===== src/rtp_pkg.sv =====
package rtp_pkg;

  typedef enum logic [2:0] {
    PH_START,
    PH_GOT3,
    PH_GOT1,
    PH_DUR,
    PH_NOTE,
    PH_DOT1,
    PH_OCT,
    PH_END
  } phase_e;

  localparam logic [7:0] CH_COMMA = 8'h2c;
  localparam logic [7:0] CH_DOT   = 8'h2e;
  localparam logic [7:0] CH_HASH  = 8'h23;
  localparam logic [7:0] CH_UNDER = 8'h5f;
  localparam logic [7:0] CH_0     = 8'h30;
  localparam logic [7:0] CH_1     = 8'h31;
  localparam logic [7:0] CH_2     = 8'h32;
  localparam logic [7:0] CH_3     = 8'h33;
  localparam logic [7:0] CH_4     = 8'h34;
  localparam logic [7:0] CH_6     = 8'h36;
  localparam logic [7:0] CH_7     = 8'h37;
  localparam logic [7:0] CH_8     = 8'h38;
  localparam logic [7:0] CH_A     = 8'h61;
  localparam logic [7:0] CH_G     = 8'h67;
  localparam logic [7:0] CH_P     = 8'h70;

  // letter slot used for the rest letter
  localparam logic [2:0] LETTER_REST = 3'd7;

  localparam logic [7:0] CFG_DEFAULT_OCTAVE   = 8'd0;
  localparam logic [7:0] CFG_DEFAULT_DURATION = 8'd1;

  localparam logic [2:0] OCTAVE_RESET   = 3'd5;
  localparam logic [2:0] DURATION_RESET = 3'd2;

  localparam logic [2:0] DUR_WHOLE   = 3'd0;
  localparam logic [2:0] DUR_HALF    = 3'd1;
  localparam logic [2:0] DUR_QUARTER = 3'd2;
  localparam logic [2:0] DUR_EIGHTH  = 3'd3;
  localparam logic [2:0] DUR_16TH    = 3'd4;
  localparam logic [2:0] DUR_32ND    = 3'd5;

  localparam logic [7:0] TICKS_WHOLE = 8'hff;
  localparam logic [2:0] OCTAVE_BASE = 3'd4;

  typedef struct packed {
    logic [2:0] octave;
    logic [2:0] duration;
  } rtp_cfg_t;

  typedef struct packed {
    logic [15:0] period_reload;
    logic [8:0]  tick_count;
    logic        is_rest;
    logic        last;
  } rtp_note_t;

  function automatic logic [15:0] natural_period(input logic [2:0] idx);
    logic [15:0] p;
    case (idx)
      3'd0:    p = 16'd11364;
      3'd1:    p = 16'd10123;
      3'd2:    p = 16'd9555;
      3'd3:    p = 16'd8513;
      3'd4:    p = 16'd7584;
      3'd5:    p = 16'd7158;
      3'd6:    p = 16'd6378;
      default: p = 16'd0;
    endcase
    return p;
  endfunction

  // zero where the letter has no sharp
  function automatic logic [15:0] sharp_period(input logic [2:0] idx);
    logic [15:0] p;
    case (idx)
      3'd0:    p = 16'd10726;
      3'd2:    p = 16'd9019;
      3'd3:    p = 16'd8035;
      3'd5:    p = 16'd6757;
      3'd6:    p = 16'd6024;
      default: p = 16'd0;
    endcase
    return p;
  endfunction

endpackage


===== src/rtp_if.sv =====
interface rtp_char_if;
  logic       valid;
  logic       ready;
  logic [7:0] ch;

  modport source (output valid, output ch, input ready);
  modport sink (input valid, input ch, output ready);
endinterface

interface rtp_note_if;
  logic        valid;
  logic        ready;
  logic [15:0] period_reload;
  logic [8:0]  tick_count;
  logic        is_rest;
  logic        last;

  modport source (output valid, output period_reload, output tick_count,
                  output is_rest, output last, input ready);
  modport sink (input valid, input period_reload, input tick_count,
                input is_rest, input last, output ready);
endinterface

interface rtp_cfg_if;
  logic       valid;
  logic       ready;
  logic [7:0] index;
  logic [7:0] data;

  modport source (output valid, output index, output data, input ready);
  modport sink (input valid, input index, input data, output ready);
endinterface


===== src/rtp_core.sv =====
module rtp_core import rtp_pkg::*; (
  input  logic      clk_i,
  input  logic      rst_ni,
  input  logic      take_i,
  input  logic [7:0] ch_i,
  input  rtp_cfg_t  cfg_i,
  output logic      emit_o,
  output rtp_note_t note_o
);

  phase_e      phase_q, phase_d;
  logic [2:0]  dur_q, dur_d;
  logic        dotted_q, dotted_d;
  logic [2:0]  oct_q, oct_d;
  logic [2:0]  letter_q, letter_d;
  logic        sharp_ok_q, sharp_ok_d;
  logic [15:0] period_q, period_d;

  logic        is_letter, is_digit, is_sharp, ends_melody;
  logic [2:0]  letter_idx;
  logic [1:0]  shift;
  logic [7:0]  ticks;
  logic [15:0] sharp_p;

  assign is_letter   = (ch_i >= CH_A && ch_i <= CH_G) || ch_i == CH_P;
  assign is_digit    = ch_i >= CH_4 && ch_i <= CH_7;
  assign is_sharp    = ch_i == CH_HASH || ch_i == CH_UNDER;
  assign ends_melody = ch_i != CH_COMMA;
  assign letter_idx  = (ch_i == CH_P) ? LETTER_REST : 3'(ch_i - CH_A);
  assign sharp_p     = sharp_period(letter_q);

  assign shift = (oct_q > OCTAVE_BASE) ? 2'(oct_q - OCTAVE_BASE) : 2'd0;
  assign ticks = TICKS_WHOLE >> dur_q;

  always_comb begin
    phase_d    = phase_q;
    dur_d      = dur_q;
    dotted_d   = dotted_q;
    oct_d      = oct_q;
    letter_d   = letter_q;
    sharp_ok_d = sharp_ok_q;
    period_d   = period_q;
    emit_o     = 1'b0;

    note_o.last          = ends_melody;
    note_o.is_rest       = (period_q == 16'd0);
    note_o.period_reload = (period_q == 16'd0) ? 16'd0 : ~(period_q >> shift);
    note_o.tick_count    = dotted_q ? ({1'b0, ticks} + {2'b00, ticks[7:1]})
                                    : {1'b0, ticks};

    case (phase_q)
      PH_START: begin
        if (ch_i == CH_3) begin
          phase_d = PH_GOT3;
        end else if (ch_i == CH_1) begin
          phase_d = PH_GOT1;
        end else if (ch_i == CH_8) begin
          dur_d   = DUR_EIGHTH;
          phase_d = PH_DUR;
        end else if (ch_i == CH_4) begin
          dur_d   = DUR_QUARTER;
          phase_d = PH_DUR;
        end else if (ch_i == CH_2) begin
          dur_d   = DUR_HALF;
          phase_d = PH_DUR;
        end else if (is_letter) begin
          dur_d   = cfg_i.duration;
          phase_d = PH_NOTE;
        end else begin
          emit_o = 1'b1;
        end
      end
      PH_GOT3: begin
        if (ch_i == CH_2) begin
          dur_d   = DUR_32ND;
          phase_d = PH_DUR;
        end else begin
          emit_o = 1'b1;
        end
      end
      PH_GOT1: begin
        if (ch_i == CH_6) begin
          dur_d   = DUR_16TH;
          phase_d = PH_DUR;
        end else if (is_letter) begin
          dur_d   = DUR_WHOLE;
          phase_d = PH_NOTE;
        end else begin
          emit_o = 1'b1;
        end
      end
      PH_DUR: begin
        if (is_letter) begin
          phase_d = PH_NOTE;
        end else begin
          emit_o = 1'b1;
        end
      end
      PH_NOTE: begin
        if (is_sharp && sharp_ok_q) begin
          // sharp on b, e or the rest letter is taken but leaves the period unchanged
          if (sharp_p != 16'd0) begin
            period_d = sharp_p;
          end
          sharp_ok_d = 1'b0;
        end else if (ch_i == CH_DOT) begin
          dotted_d = ~dotted_q;
          phase_d  = PH_DOT1;
        end else if (is_digit) begin
          oct_d   = 3'(ch_i - CH_0);
          phase_d = PH_OCT;
        end else begin
          emit_o = 1'b1;
        end
      end
      PH_DOT1: begin
        if (ch_i == CH_DOT) begin
          dotted_d = ~dotted_q;
          phase_d  = PH_END;
        end else if (is_digit) begin
          oct_d   = 3'(ch_i - CH_0);
          phase_d = PH_OCT;
        end else begin
          emit_o = 1'b1;
        end
      end
      PH_OCT: begin
        if (ch_i == CH_DOT) begin
          dotted_d = ~dotted_q;
          phase_d  = PH_END;
        end else begin
          emit_o = 1'b1;
        end
      end
      default: begin
        emit_o = 1'b1;
      end
    endcase

    // letter arrival loads the note fields
    if (phase_d == PH_NOTE && phase_q != PH_NOTE) begin
      letter_d   = letter_idx;
      sharp_ok_d = 1'b1;
      period_d   = (letter_idx == LETTER_REST) ? 16'd0 : natural_period(letter_idx);
      oct_d      = cfg_i.octave;
      dotted_d   = 1'b0;
    end

    // empty rest fields, then clear for the next note
    if (emit_o && (phase_q == PH_START || phase_q == PH_GOT3 ||
                   phase_q == PH_GOT1 || phase_q == PH_DUR)) begin
      note_o.period_reload = 16'd0;
      note_o.tick_count    = 9'd0;
      note_o.is_rest       = 1'b1;
    end
    if (emit_o) begin
      phase_d    = PH_START;
      dur_d      = 3'd0;
      dotted_d   = 1'b0;
      oct_d      = 3'd0;
      letter_d   = 3'd0;
      sharp_ok_d = 1'b0;
      period_d   = 16'd0;
    end
  end

  always_ff @(posedge clk_i or negedge rst_ni) begin
    if (!rst_ni) begin
      phase_q    <= PH_START;
      dur_q      <= 3'd0;
      dotted_q   <= 1'b0;
      oct_q      <= 3'd0;
      letter_q   <= 3'd0;
      sharp_ok_q <= 1'b0;
      period_q   <= 16'd0;
    end else if (take_i) begin
      phase_q    <= phase_d;
      dur_q      <= dur_d;
      dotted_q   <= dotted_d;
      oct_q      <= oct_d;
      letter_q   <= letter_d;
      sharp_ok_q <= sharp_ok_d;
      period_q   <= period_d;
    end
  end

endmodule


===== src/rtttl_note_parser_top.sv =====
// a note word is registered and appears on note_o in the cycle after the ending character is taken
// one character per cycle while a waiting note word is not stalled by the sink
// the output register frees in the same cycle it is read, so a stalled sink alone
// holds back char_i
// reset: parser waits for the start of a note, octave 5 and quarter notes by default
module rtttl_note_parser_top import rtp_pkg::*; (
  input logic          clk_i,
  input logic          rst_ni,
  rtp_char_if.sink     char_i,
  rtp_cfg_if.sink      cfg_i,
  rtp_note_if.source   note_o
);

  rtp_cfg_t  cfg_q;
  rtp_note_t res, out_q;
  logic      out_valid_q;
  logic      take, emit;

  assign cfg_i.ready  = 1'b1;
  assign char_i.ready = !out_valid_q || note_o.ready;
  assign take         = char_i.valid && char_i.ready;

  always_ff @(posedge clk_i or negedge rst_ni) begin
    if (!rst_ni) begin
      cfg_q.octave   <= OCTAVE_RESET;
      cfg_q.duration <= DURATION_RESET;
    end else if (cfg_i.valid) begin
      if (cfg_i.index == CFG_DEFAULT_OCTAVE) begin
        cfg_q.octave <= cfg_i.data[2:0];
      end else if (cfg_i.index == CFG_DEFAULT_DURATION) begin
        cfg_q.duration <= cfg_i.data[2:0];
      end
    end
  end

  rtp_core u_core (
    .clk_i  (clk_i),
    .rst_ni (rst_ni),
    .take_i (take),
    .ch_i   (char_i.ch),
    .cfg_i  (cfg_q),
    .emit_o (emit),
    .note_o (res)
  );

  always_ff @(posedge clk_i or negedge rst_ni) begin
    if (!rst_ni) begin
      out_valid_q <= 1'b0;
    end else if (take) begin
      out_valid_q <= emit;
    end else if (note_o.ready) begin
      out_valid_q <= 1'b0;
    end
  end

  always_ff @(posedge clk_i) begin
    if (take && emit) begin
      out_q <= res;
    end
  end

  assign note_o.valid         = out_valid_q;
  assign note_o.period_reload = out_q.period_reload;
  assign note_o.tick_count    = out_q.tick_count;
  assign note_o.is_rest       = out_q.is_rest;
  assign note_o.last          = out_q.last;

  // a waiting word must block new characters
  a_stall_blocks: assert property (@(posedge clk_i) disable iff (!rst_ni)
    note_o.valid && !note_o.ready |-> !char_i.ready)
    else $error("character taken while note word stalled");

  // a rest never carries a tone period
  a_rest_silent: assert property (@(posedge clk_i) disable iff (!rst_ni)
    note_o.valid && note_o.is_rest |-> note_o.period_reload == 16'd0)
    else $error("rest with nonzero period");

  // a taken character that ends a note shows up as a word next cycle
  a_emit_shows: assert property (@(posedge clk_i) disable iff (!rst_ni)
    take && emit |=> note_o.valid)
    else $error("note word lost");

endmodule

===== src/flat_wrapper.sv =====
// flat-port wrapper written by rule: the top's interface ports become plain ports
module rtttl_note_parser_top_flat import rtp_pkg::*;
  (clk_i, rst_ni, char_i_valid, char_i_ch, char_i_ready, cfg_i_valid, cfg_i_index, cfg_i_data, cfg_i_ready, note_o_valid, note_o_period_reload, note_o_tick_count, note_o_is_rest, note_o_last, note_o_ready);
  rtp_char_if char_i_i ();
  rtp_cfg_if cfg_i_i ();
  rtp_note_if note_o_i ();
  input logic clk_i;
  input logic rst_ni;
  input wire logic [$bits(char_i_i.valid)-1:0] char_i_valid;
  input wire logic [$bits(char_i_i.ch)-1:0] char_i_ch;
  output wire logic [$bits(char_i_i.ready)-1:0] char_i_ready;
  input wire logic [$bits(cfg_i_i.valid)-1:0] cfg_i_valid;
  input wire logic [$bits(cfg_i_i.index)-1:0] cfg_i_index;
  input wire logic [$bits(cfg_i_i.data)-1:0] cfg_i_data;
  output wire logic [$bits(cfg_i_i.ready)-1:0] cfg_i_ready;
  output wire logic [$bits(note_o_i.valid)-1:0] note_o_valid;
  output wire logic [$bits(note_o_i.period_reload)-1:0] note_o_period_reload;
  output wire logic [$bits(note_o_i.tick_count)-1:0] note_o_tick_count;
  output wire logic [$bits(note_o_i.is_rest)-1:0] note_o_is_rest;
  output wire logic [$bits(note_o_i.last)-1:0] note_o_last;
  input wire logic [$bits(note_o_i.ready)-1:0] note_o_ready;
  assign char_i_i.valid = char_i_valid;
  assign char_i_i.ch = char_i_ch;
  assign char_i_ready = char_i_i.ready;
  assign cfg_i_i.valid = cfg_i_valid;
  assign cfg_i_i.index = cfg_i_index;
  assign cfg_i_i.data = cfg_i_data;
  assign cfg_i_ready = cfg_i_i.ready;
  assign note_o_valid = note_o_i.valid;
  assign note_o_period_reload = note_o_i.period_reload;
  assign note_o_tick_count = note_o_i.tick_count;
  assign note_o_is_rest = note_o_i.is_rest;
  assign note_o_last = note_o_i.last;
  assign note_o_i.ready = note_o_ready;
  rtttl_note_parser_top u_core (.clk_i(clk_i), .rst_ni(rst_ni), .char_i(char_i_i), .cfg_i(cfg_i_i), .note_o(note_o_i));
endmodule

===== config.mk =====
export PLATFORM = sky130hd
export DESIGN_NAME = rtttl_note_parser_top_flat
export DESIGN_NICKNAME = d
export VERILOG_FILES = /design/src/rtp_pkg.sv /design/src/rtp_if.sv /design/src/rtp_core.sv /design/src/rtttl_note_parser_top.sv /design/src/flat_wrapper.sv
export SDC_FILE = /design/constraint.sdc
export NUM_CORES = 1
export LEC_CHECK = 0
export BUFFER_PORTS_ARGS = -buffer_cell sky130_fd_sc_hd__buf_2
export CAP_MARGIN = 20
export CELL_PAD_IN_SITES_DETAIL_PLACEMENT = 0
export CELL_PAD_IN_SITES_GLOBAL_PLACEMENT = 2
export CORE_AREA = 10 10 116 118
export CTS_BUF_LIST = sky130_fd_sc_hd__clkbuf_4 sky130_fd_sc_hd__clkbuf_8
export DETAILED_ROUTE_END_ITERATION = 12
export DIE_AREA = 0 0 126 128
export PLACE_DENSITY_LB_ADDON = 0.1
export SETUP_SLACK_MARGIN = 0.1
export SLEW_MARGIN = 10
export SYNTH_ARGS = -nofsm -noshare
export SYNTH_HDL_FRONTEND = slang
export SYNTH_SLANG_ARGS = --single-unit
export TNS_END_PERCENT = 100

===== constraint.sdc =====
create_clock -name clk_i -period 3.7 [get_ports clk_i]
set_input_delay 0.74 -clock clk_i [delete_from_list [all_inputs] [get_ports clk_i]]
set_output_delay 0.74 -clock clk_i [all_outputs]
set_load 0.1 [all_outputs]

==> flow_summary.ini <==
[power_and_ir_drop]
combPwrFrac = 0.229
sw_frac_of_total = 0.329
p_leak_nw = 1.96
power.switching_mw = 0.573
power_frac_seq = 0.442
power.internal_mw = 1.17
max-vdd-ir-drop_mv = 0.165
clkPwrFrac = 0.329
power-per-cell-area_nw_per_um2 = 368

[synth]
synth_seq_cells = 61
synth_ff_type = dfrtp_1
syn_avg_cell_area_um2 = 10.2
synth_nets = 448
netlist_instances = 408
synthesis.area_um2 = 4180
async_flop_share = 0.574
synthDistinctLibCells = 76
synth_seq_area_share = 0.398
ys_warn_count = 0
synth_edf_count = 26

[finish]
synthToLayoutAreaGrowth_pct = 13.5
diodes = 0
drive_above_1_share = 0.279
finalNonFillerCells = 601
final_core_util = 0.422
finalNetCount = 493

[clock_network]
root_buffer = clkbuf_8
cts_sinks = 61
cts_resized = 0
clk_latency_ns = 0.34
htree_num_levels = 3
cts_setup_buffers = 0
cts_tree = yes
cts_made_buffers = 9
hold_buffers = 0
cts.path.max_buffers = 2
clkTransAtPathRegs_ns = 0.07

[timing]
fmax_mhz = 333
finalWorstSetupSlack_ns = 0.694
hold_viol_final = 0
rsz0062_at_grt = no
max-slew-margin-rel = 0.464
finalCritPeriodShare = 0.812
setup_tns_ns = 0
skew_ns = 0.0114
fin_crit_ns = 3.01
worstMarginPinSlew_ns = 0.803
setup_viol = 0
hold-worst-slack_ns = 0.475
finalMaxSlewViolations = 0

[detailed_routing]
drtIter0Drc = 261
avgRoutedWirePerCell_um = 17.7
drcViolationCount = 0
num_vias = 3292
dr.pass1.iters = 4
routed_wl_um = 10600
via_per_inst = 5.48
postRouteAntennaNets = 0

[floorplan]
die_w_um = 126
start_util = 0.372
fp-row-count = 39
die_y_um = 128
io_pins = 59
dieArea_um2 = 16100
coreArea_um2 = 11200

[worst_setup_path]
crit_path_end_kind = flip-flop
worstPathCellList = buf_2 > ha_1 > and4b_1 > a32oi_1 > nor4_2 > o21ai_2 > o31a_1 > mux2_4
path_max_fanout = 11
rr_startpoint = u_core.u_core.phase_q[0]
path_buf_inv = 1
crit_start = char_i_ch[0]
critPathSlowestCell = o31a_1
critPathArrivalTime_ns = 3.22
critPathMaxStageDelay_ns = 0.65
crit_type = in -> reg
startpoint_type = input port
path_delay_family = compound AO/OA/AOI/OAI gates
required_ns = 3.91

[grt]
grt_max_degree = 36
grtUsageTotal = 0.134
grt_pass1_wl_um = 17700
grt-ovfl-total = 0
grt_pass1_vias = 3298
antenna_found_initial = 0

[placement]
hpwl_um = 8260
placed_cells = 585
port-buffer-count = 52
dpl_worst_slack_ns = 0.347
gp_congestion = 0.812

[flow_run]
max_cap_viol_count = 0

[worst_hold_path]
hold_path.class = in -> async

[status]
outcome = complete, no violations
==> power groups by stage <==
stage	clock, mW	sequential (mW)	combinational [mW]
CTS	0.596	0.771	0.405
finish	0.574	0.770	0.400
global route	0.629	0.774	0.429
floorplan	0	0.929	0.169
global placement	0	0.782	0.403
detailed placement	0	0.784	0.404
==> cells in the mapped netlist (4+ instances only) <==
cell type | count | area share
nor2_1 | 47 | 0.042
nand2_1 | 34 | 0.031
dfrtp_1 | 32 | 0.19
edfxtp_1 | 26 | 0.19
a21oi_1 | 20 | 0.024
clkbuf_1 | 18 | 0.016
o21ai_0 | 17 | 0.020
inv_1 | 14 | 0.013
ha_1 | 11 | 0.033
mux2_2 | 11 | 0.030
mux4_2 | 11 | 0.059
mux2_4 | 7 | 0.025
nand3_1 | 7 | 0.0084
mux2i_1 | 6 | 0.014
o21a_1 | 6 | 0.011
xor2_1 | 6 | 0.013
a211oi_1 | 5 | 0.0090
a31oi_1 | 5 | 0.0075
nand2b_1 | 5 | 0.0075
or3_1 | 5 | 0.0075
a21o_1 | 4 | 0.0072
buf_2 | 4 | 0.0048
buf_4 | 4 | 0.0072
nor3_1 | 4 | 0.0048
nor4_1 | 4 | 0.0060
o41ai_1 | 4 | 0.0084
==> final timing paths <==
kind / end / slack (ns) / cells past startpoint
max: u_core.u_core.period_q[8] / 0.69 / 8
min: u_core.u_core.period_q[0] / 0.48 / 1
max reg2reg: u_core.u_core.period_q[8] / 0.97 / 6
min reg2reg: u_core.u_core.oct_q[1] / 0.52 / 1
max in group asynchronous: u_core.u_core.sharp_ok_q / 2.73 / 1
min in group clk_i: u_core.u_core.oct_q[1] / 0.52 / 1
==> metrics by stage <==
step	instance area [um2]	total power [mW]
2_1_floorplan	4180	1.10
3_5_place_dp	4550	1.19
3_3_place_gp	4550	1.19
4_1_cts	4740	1.77
5_1_grt	4740	1.83
6_report	4740	1.74
==> sequential cells by signal, indices dropped and copies added, names as in the netlist <==
register                     count
u_core.note_o.tick_count         9
u_core.u_core.letter_q           3
u_core.u_core.dotted_q           1
u_core.note_o.period_reload     15
u_core.note_o.valid              1
u_core.u_core.sharp_ok_q         1
u_core.cfg_q                     6
u_core.u_core.period_q          14
u_core.note_o.last               1
u_core.u_core.dur_q              3
u_core.note_o.is_rest            1
u_core.u_core.oct_q              3
u_core.u_core.phase_q            3
==> worst reg2reg max path: stages (launching register included) <==
cell and delay, ns:
dfrtp_1 0.65, or3b_2 0.52, a31oi_4 0.20, a31oi_4 0.06, o21ai_2 0.18, o31a_1 0.65
mux2_4 0.35
==> layout by cell type, fill, tap and decap left out, types with 14 or more instances in the layout <==
cell type   n
nand2_1    34
buf_2      52
o21ai_0    17
nor2_1     47
dfrtp_1    32
edfxtp_1   26
a21oi_1    19
inv_1      14
==> cell type report <==
class                           count  area, um2
Inverter                           14       52.6
Timing Repair Buffer               63        343
Sequential cell                    61       1660
Tap cell                          143        179
Fill cell                        1147       6480
Clock inverter                      5       51.3
Clock buffer                       11        139
Multi-Input combinational cell    304       2310
==> routing by layer <==
| metal | vias to the layer above | global-route usage | share of wire |
|---|---|---|---|
| met1 | 1595 | 0.184 | 0.49 |
| met3 | 5 | 0.0339 | 0.050 |
| li1 | 1629 | - | - |
| met5 | - | 0 | 0 |
| met2 | 63 | 0.203 | 0.45 |
| met4 | 0 | 0.0422 | 0.0073 |
==> kinds of logic after synthesis <==
family	Yosys count	synth area share
simple gates	138	0.176
compound gates	110	0.196
flops	61	0.398
buf+inv	43	0.0488
mux	35	0.129
fa+ha+maj	11	0.0330
xor+xnor	9	0.0189
other cells	1	0.000898
Power figures use the tool's default switching activity.
